[config.mk]
export PLATFORM = sky130hd
export DESIGN_NAME = cts_div
export DESIGN_NICKNAME = d
export VERILOG_FILES = /design/src/rtl/cts_pkg.sv /design/src/rtl/cts_div.sv
export SDC_FILE = /design/constraint.sdc
export NUM_CORES = 1
export LEC_CHECK = 0
export ABC_AREA = 0
export CORE_MARGIN = 2
export CORE_UTILIZATION = 33
export CTS_CLUSTER_DIAMETER = 60
export DETAILED_ROUTE_END_ITERATION = 8
export DONT_BUFFER_PORTS = 1
export SLEW_MARGIN = 15
export SYNTH_ARGS = -nofsm -noshare
export SYNTH_HDL_FRONTEND = slang
export SYNTH_SLANG_ARGS = --single-unit
export TNS_END_PERCENT = 1
[constraint.sdc]
create_clock -name i_clk -period 21.2 [get_ports i_clk]
set_input_delay 5.3 -clock i_clk [delete_from_list [all_inputs] [get_ports i_clk]]
set_output_delay 5.3 -clock i_clk [all_outputs]
set_load 0.005 [all_outputs]
[src/rtl/cts_pkg.sv]
// ----------------------------------------------------------------------------
// cts_pkg
// Shared constants, types and helper functions of the cloud texture shader.
// ----------------------------------------------------------------------------
package cts_pkg;

    // sum of sines
    localparam int OCTAVES          = 4;
    localparam int SINE_TABLE_DEPTH = 1024;
    localparam int COORD_BITS       = 16;

    // register indexes
    localparam logic [7:0] CFG_THRESHOLD   = 8'd0;
    localparam logic [7:0] CFG_BLEND_RANGE = 8'd1;

    localparam logic [15:0] THRESHOLD_RESET   = 16'd22938;
    localparam logic [15:0] BLEND_RANGE_RESET = 16'd19661;

    localparam logic [15:0] WEIGHT_STEP = 16'd23167;
    localparam logic [15:0] GREY_RG     = 16'd20316;
    localparam logic [15:0] GREY_B      = 16'd51118;

    localparam longint unsigned Q30_ONE     = 64'd1073741824;
    localparam longint unsigned HALF_PI_Q30 = 64'd1686629713;

    // sine table address width (entries 0..DEPTH)
    localparam int SIN_AW = $clog2(SINE_TABLE_DEPTH + 1);

    // octave sum and product widths
    localparam int T_W    = $clog2(OCTAVES * 65536);
    localparam int PROD_W = 2 * T_W;
    localparam longint unsigned INTEN_DIV = 64'(2 * OCTAVES * OCTAVES) << 14;

    // translucency divider: quotient bits per stage
    localparam int DIV_BPS    = 4;
    localparam int DIV_STAGES = 16 / DIV_BPS;

    // pipeline stage map
    localparam int S_DIV0 = 9;
    localparam int S_TR   = S_DIV0 + DIV_STAGES;
    localparam int S_MUL  = S_TR + 1;
    localparam int NS     = S_MUL + 1;

    // side data that travels with a division
    typedef struct packed {
        logic [16:0] inten;
        logic        tr_one;
        logic        tr_zero;
    } t_div_side;

    // one table entry: degree-9 Taylor series in Q30, rounded to Q1.15
    function automatic logic [15:0] rom_entry(int k);
        longint unsigned x;
        longint unsigned x2;
        longint unsigned t;
        longint unsigned s;
        x  = (64'(k) * HALF_PI_Q30) / SINE_TABLE_DEPTH;
        x2 = (x * x) >> 30;
        t  = Q30_ONE - x2 / 72;
        t  = Q30_ONE - ((x2 * t) >> 30) / 42;
        t  = Q30_ONE - ((x2 * t) >> 30) / 20;
        t  = Q30_ONE - ((x2 * t) >> 30) / 6;
        s  = (x * t) >> 30;
        s  = (s + 64'd16384) >> 15;
        if (s > 64'd32767) begin
            s = 64'd32767;
        end
        return 16'(s);
    endfunction

    function automatic logic [(SINE_TABLE_DEPTH+1)*16-1:0] build_sine_rom();
        logic [(SINE_TABLE_DEPTH+1)*16-1:0] rom;
        rom = '0;
        for (int k = 0; k <= SINE_TABLE_DEPTH; k++) begin
            rom[k*16 +: 16] = rom_entry(k);
        end
        return rom;
    endfunction

    localparam logic [(SINE_TABLE_DEPTH+1)*16-1:0] SINE_ROM = build_sine_rom();

    // octave weight: 1, .707, .707^2, ... in Q1.15
    function automatic logic [15:0] octave_weight(int n);
        logic [31:0] w;
        w = 32'd32768;
        for (int i = 0; i < n; i++) begin
            w = (w * 32'(WEIGHT_STEP) + 32'd16384) >> 15;
        end
        return 16'(w);
    endfunction

    // coordinate times 2^lm cycles as a Q0.16 phase
    function automatic logic [15:0] coord_phase(logic [15:0] c, int lm);
        logic [63:0] v;
        int          sh;
        v  = 64'(c);
        sh = 16 + lm - COORD_BITS;
        if (sh >= 0) begin
            v = v << sh;
        end else begin
            v = v >> (-sh);
        end
        return v[15:0];
    endfunction

    // quarter turn times a Q1.15 sine, as a phase
    function automatic logic [15:0] quarter_offset(logic signed [15:0] s);
        logic [15:0] b;
        b = {~s[15], s[14:0]};
        return 16'({1'b0, b[15:1]} + 16'hC000);
    endfunction

    // weighted term, rounded half away from zero, biased by one half
    function automatic logic [15:0] weighted_term(logic [15:0] w, logic signed [15:0] s);
        logic [15:0] mag;
        logic [31:0] prod;
        logic [15:0] r;
        mag  = s[15] ? 16'(-s) : 16'(s);
        prod = 32'(mag) * 32'(w);
        r    = 16'((prod + 32'd16384) >> 15);
        return s[15] ? 16'(32'd32768 - 32'(r)) : 16'(32'd32768 + 32'(r));
    endfunction

endpackage

[src/rtl/cts_div.sv]
// ----------------------------------------------------------------------------
// cts_div
// Pipelined restoring divider for the translucency quotient.
// ----------------------------------------------------------------------------
module cts_div
    import cts_pkg::*;
(
    input  logic                  i_clk,
    input  logic [DIV_STAGES-1:0] i_en,
    input  logic [15:0]           i_divisor,
    input  logic [15:0]           i_rem,
    input  logic [15:0]           i_low,
    input  t_div_side             i_side,
    output logic [15:0]           o_quot,
    output t_div_side             o_side
);

    logic [15:0] r_rem  [DIV_STAGES];
    logic [15:0] r_low  [DIV_STAGES];
    logic [15:0] r_quot [DIV_STAGES];
    t_div_side   r_side [DIV_STAGES];
    logic [15:0] n_rem  [DIV_STAGES];
    logic [15:0] n_low  [DIV_STAGES];
    logic [15:0] n_quot [DIV_STAGES];
    logic [15:0] w_rem_in  [DIV_STAGES];
    logic [15:0] w_low_in  [DIV_STAGES];
    logic [15:0] w_quot_in [DIV_STAGES];
    t_div_side   w_side_in [DIV_STAGES];

    // stage inputs: the first stage takes the ports, the rest the stage before
    always_comb begin
        w_rem_in[0]  = i_rem;
        w_low_in[0]  = i_low;
        w_quot_in[0] = 16'd0;
        w_side_in[0] = i_side;
        for (int s = 1; s < DIV_STAGES; s++) begin
            w_rem_in[s]  = r_rem[s-1];
            w_low_in[s]  = r_low[s-1];
            w_quot_in[s] = r_quot[s-1];
            w_side_in[s] = r_side[s-1];
        end
    end

    // DIV_BPS (4) quotient bits per stage
    always_comb begin
        logic [15:0] rem;
        logic [15:0] low;
        logic [15:0] quot;
        logic [16:0] acc;
        for (int s = 0; s < DIV_STAGES; s++) begin
            rem  = w_rem_in[s];
            low  = w_low_in[s];
            quot = w_quot_in[s];
            for (int j = 0; j < DIV_BPS; j++) begin
                acc = {rem, low[15]};
                low = {low[14:0], 1'b0};
                if (acc >= {1'b0, i_divisor}) begin
                    acc  = acc - {1'b0, i_divisor};
                    quot = {quot[14:0], 1'b1};
                end else begin
                    quot = {quot[14:0], 1'b0};
                end
                rem = acc[15:0];
            end
            n_rem[s]  = rem;
            n_low[s]  = low;
            n_quot[s] = quot;
        end
    end

    always_ff @(posedge i_clk) begin
        for (int s = 0; s < DIV_STAGES; s++) begin
            if (i_en[s]) begin
                r_rem[s]  <= n_rem[s];
                r_low[s]  <= n_low[s];
                r_quot[s] <= n_quot[s];
                r_side[s] <= w_side_in[s];
            end
        end
    end

    assign o_quot = r_quot[DIV_STAGES-1];
    assign o_side = r_side[DIV_STAGES-1];

endmodule

Yosys cells after proc, flatten, opt, wreduce, memory -nomap -nowiden
Memory sizes are Yosys's and may differ from the RTL's.
Cells that the tools add are included.

word-level totals
  flip-flop bits (word level) = 0
  memory bits (writable) = 252
  input bits = 72
  output and inout bits = 35
  logic and storage cells = 76
  memories kept = 4

memories
  memory  words  bits a word  rd ports  clocked after memory_dff  write ports  RTL line       RTL
  r_side  4      19           4         0                         4            cts_div.sv:21  t_div_side r_side [DIV_STAGES];
  r_quot  4      16           4         0                         4            cts_div.sv:20  logic [15:0] r_quot [DIV_STAGES];
  r_rem   4      16           3         0                         4            cts_div.sv:18  logic [15:0] r_rem [DIV_STAGES];
  r_low   4      12           3         0                         4            cts_div.sv:19  logic [15:0] r_low [DIV_STAGES];

cells by class
  add/sub/neg operators = 16
  order comparisons = 16
  muxes and demuxes = 40

operators by type and width
  operator          number
  $ge A17 B16 Y1    16
  $mux W16          16
  $sub A16 B16 Y16  16
  $mux W1           24

Logic depth before layout (Yosys ltp)
An unclocked memory read counts as a cell.

  depth after elaboration = 9
  gate-level depth with buffers = 50
  mapped depth without buffers = 44

Worst setup path after synthesis
Ideal clock, no wire load.

  path kind = in2reg
  start = input i_divisor[1]
  end = memory r_rem[0][10], data pin
  data arrival time = 15.621 ns
  slack = 5.317 ns
  stages = 48
  path buffers = 6
  path through = inv_1 -> ha_1 -> nor2b_1 -> o31a_1 -> o31ai_2 -> a31o_1 -> and2_1 -> buf_6 -> clkbuf_1 -> buf_1 -> nor2_1 -> a21oi_1 -> inv_1 -> ha_1 -> nor2b_1 -> o31ai_1 -> a21oi_1 -> o21ai_1 -> [12 not listed] -> o22ai_1 -> o21a_1 -> o21a_1 -> a311oi_4 -> inv_2 -> buf_6 -> mux2_4 -> ha_1 -> o21a_1 -> nor2_1 -> o31ai_1 -> o41ai_1 -> o21ai_0 -> nor3_1 -> o21ai_0 -> a221oi_4 -> buf_6 -> mux2_1

RTL lines
  what                RTL line       RTL
  start: declaration  cts_div.sv:10  input logic [15:0] i_divisor,
  end: declaration    cts_div.sv:18

==> results.toml <==
[clocking]
cts-root-buf = "clkbuf_16"
cts_setup_buffers = 0
cts_sinks = 188
holdBufCountCts = 0
clkTransAtPathRegs_ns = 0.09
numCtsBuffers = 17
cts_tree = "yes"
h-tree-depth = 4
clk_path_buf_depth = 2
cts_resized = 0
insertion_delay_ns = 0.46

[grt]
grt_pass1_wl_mm = 89.4
grt_pass1_vias = 16000
grt_max_degree = 52
overflow = 0
antenna_found_initial = 1
grt_use_total_pct = 18.2

[routing]
drc = 0
viasPerCell = 5.69
wl_per_cell_um = 20.0
vias = 16500
dr.pass1.iters = 5
drt_iter0_drc = 1102
ant_nets = 0
wirelength_mm = 57.9

[setup_path]
endpoint_kind = "register"
cp_top_family = "compound AO/OA/AOI/OAI gates"
cp_num_buf_inv = 6
crit_path_max_incr_delay_ns = 0.88
crit_top_cell = "a21oi_1"
worstPathMaxFanout = 17
crit_slowest_cell = "a221oi_4"
required_ns = 21.41
crit_type = "in2reg"
arrival_ns = 17.42
worst_setup_path_start_kind = "primary input"

[layout]
drive_gt1_share_pct = 12.2
final_core_util_pct = 35.9
n_antenna_cell = 0
area_growth_pct = 7.91
finalNonFillerCells = 2898
layout.nets = 2446
final_area_um2 = 21600

[die]
core-area_um2 = 60200
rows = 90
die_y_um = 251
io_pins = 107
initial_core_util_pct = 33.3
die_area_um2 = 62800
dieWidth_um = 251

[hold_path]
min_path_type = "reg2reg"

[timing]
finalSetupTns_ns = 0
setup_viol = 0
period_share_pct = 81.2
worst_pin_slew_ns = 1.10
finClkSkew_ns = 0.0141
maxSlewHeadroom_pct = 26.4
fmax_mhz = 58.1
hold_viol = 0
period_minus_slack_ns = 17.21
slew_viol_final = 0
rsz0062_at_grt = "no"

[logic_synthesis]
synth_area_leader_cell = "edfxtp_1"
synthCells = 2095
ys_ff_latch = 188
syn_nets = 2438
netlist.area_leader.share_pct = 28.2
synthDistinctLibCells = 89
yosysSeqAreaShare_pct = 28.2
syn_avg_cell_area_um2 = 9.57
syn_area_um2 = 20100
synth_ff_type = "edfxtp_1"
synth_edf_count = 188
async_reset_ff_share_pct = 0
synth_area_leaders = "edfxtp_1 (28%), ha_1 (16%), mux2_2 (7.7%)"
ys_warn_count = 0

[place]
dpl_cell_area_um2 = 21000
gp_congestion = 0.887
post-dp-hpwl_mm = 43.5
io_buffers = 0
dp_cells = 2866

[run_status]
run_status = "completed"

[job]
maxCapViolCount = 0
[registers in the layout, summed over array words and instances (netlist names)]
signal  flops
r_side     76
r_rem      48
r_quot     40
r_low      24
[cell usage in the layout (no fill, tap or decap), drive strengths merged, types with 10 or more instances in the layout]
master and n:
or3 18, xor2 32, nor2b 40, nand4 37, nand2 128, a21boi 16
and2 14, a21o 54, inv 134, nor2 137, or2 16, xnor2 114
clkbuf 17, nor4 15, nand2b 14, o21a 48, o31ai 21, a21oi 160
ha 256, o21bai 15, fa 15, o31a 19, edfxtp 188, a211o 10
nor3 60, a211oi 17, o211ai 22, buf 16, a31oi 14, and3 14
o21ai 107, mux2i 35, nand3 51, mux2 165
[layer usage]
metal	up-vias	GRT usage, %	routed length (µm)
met5	-	0	0
met4	0	5.56	1470
met3	89	3.01	2830
li1	8011	-	-
met1	7982	23.2	25600
met2	397	31.4	28000
[synthesized netlist by cell type, types with 10 or more instances]
cell type  number
o211ai_1       19
o21ai_0       104
o21bai_1       15
nor2_1        135
o31a_1         19
nor4_1         15
buf_2          10
edfxtp_1      188
xnor2_1       114
o21a_1         48
xor2_1         32
and2_1         14
nand2_1       128
or3_1          18
nand2b_1       14
and3_1         14
nand4_1        36
nand3_1        51
mux2_2        137
nor3_1         60
a21oi_1       159
o31ai_1        19
a21boi_0       16
or2_2          15
a211oi_1       15
mux2_4         24
a21o_1         54
fa_1           15
a31oi_1        14
ha_1          256
nor2b_1        40
inv_1         120
a211o_1        10
mux2i_1        35
[logic make-up after synthesis]
logic type      count (synthesis)  synth area share (%)
buf+inv                       153                  3.21
mux                           200                  11.5
simple gates                  563                  13.9
xor+xnor                      146                  6.38
compound gates                574                  19.5
flops                         188                  28.2
fa+ha+maj                     271                  17.5
[metrics by stage]
step	setup WS, ns	hold WS, ns
final	3.99	0.415
after CTS	4.21	0.415
after global routing	3.22	0.423
after floorplan	5.32	0.400
after global placement	3.98	0.401
after detailed placement	3.74	0.405
[area by class of cell]
| class | instances | area (µm²) |
|---|---|---|
| clock buffer | 17 | 425 |
| clock inverter | 15 | 228 |
| fill | 5968 | 38600 |
| inverter | 126 | 478 |
| multi-input combinational | 1754 | 13800 |
| sequential | 188 | 5650 |
| tap | 782 | 978 |
| timing repair buffer | 16 | 120 |
[final timing paths]
check	start	endpoint	slack, ns	depth (start not counted)
worst max register to register	r_rem[1][1]	r_rem[2][2]	8.97	39
worst max-delay path	i_divisor[8]	r_rem[0][15]	3.99	43
worst min-delay path	r_low[1][4]	r_low[2][8]	0.41	0
worst min register to register	r_low[1][4]	r_low[2][8]	0.41	0
Power is not shown: default switching activity piles up to over one toggle a cycle in this logic, so the estimate is an artifact.
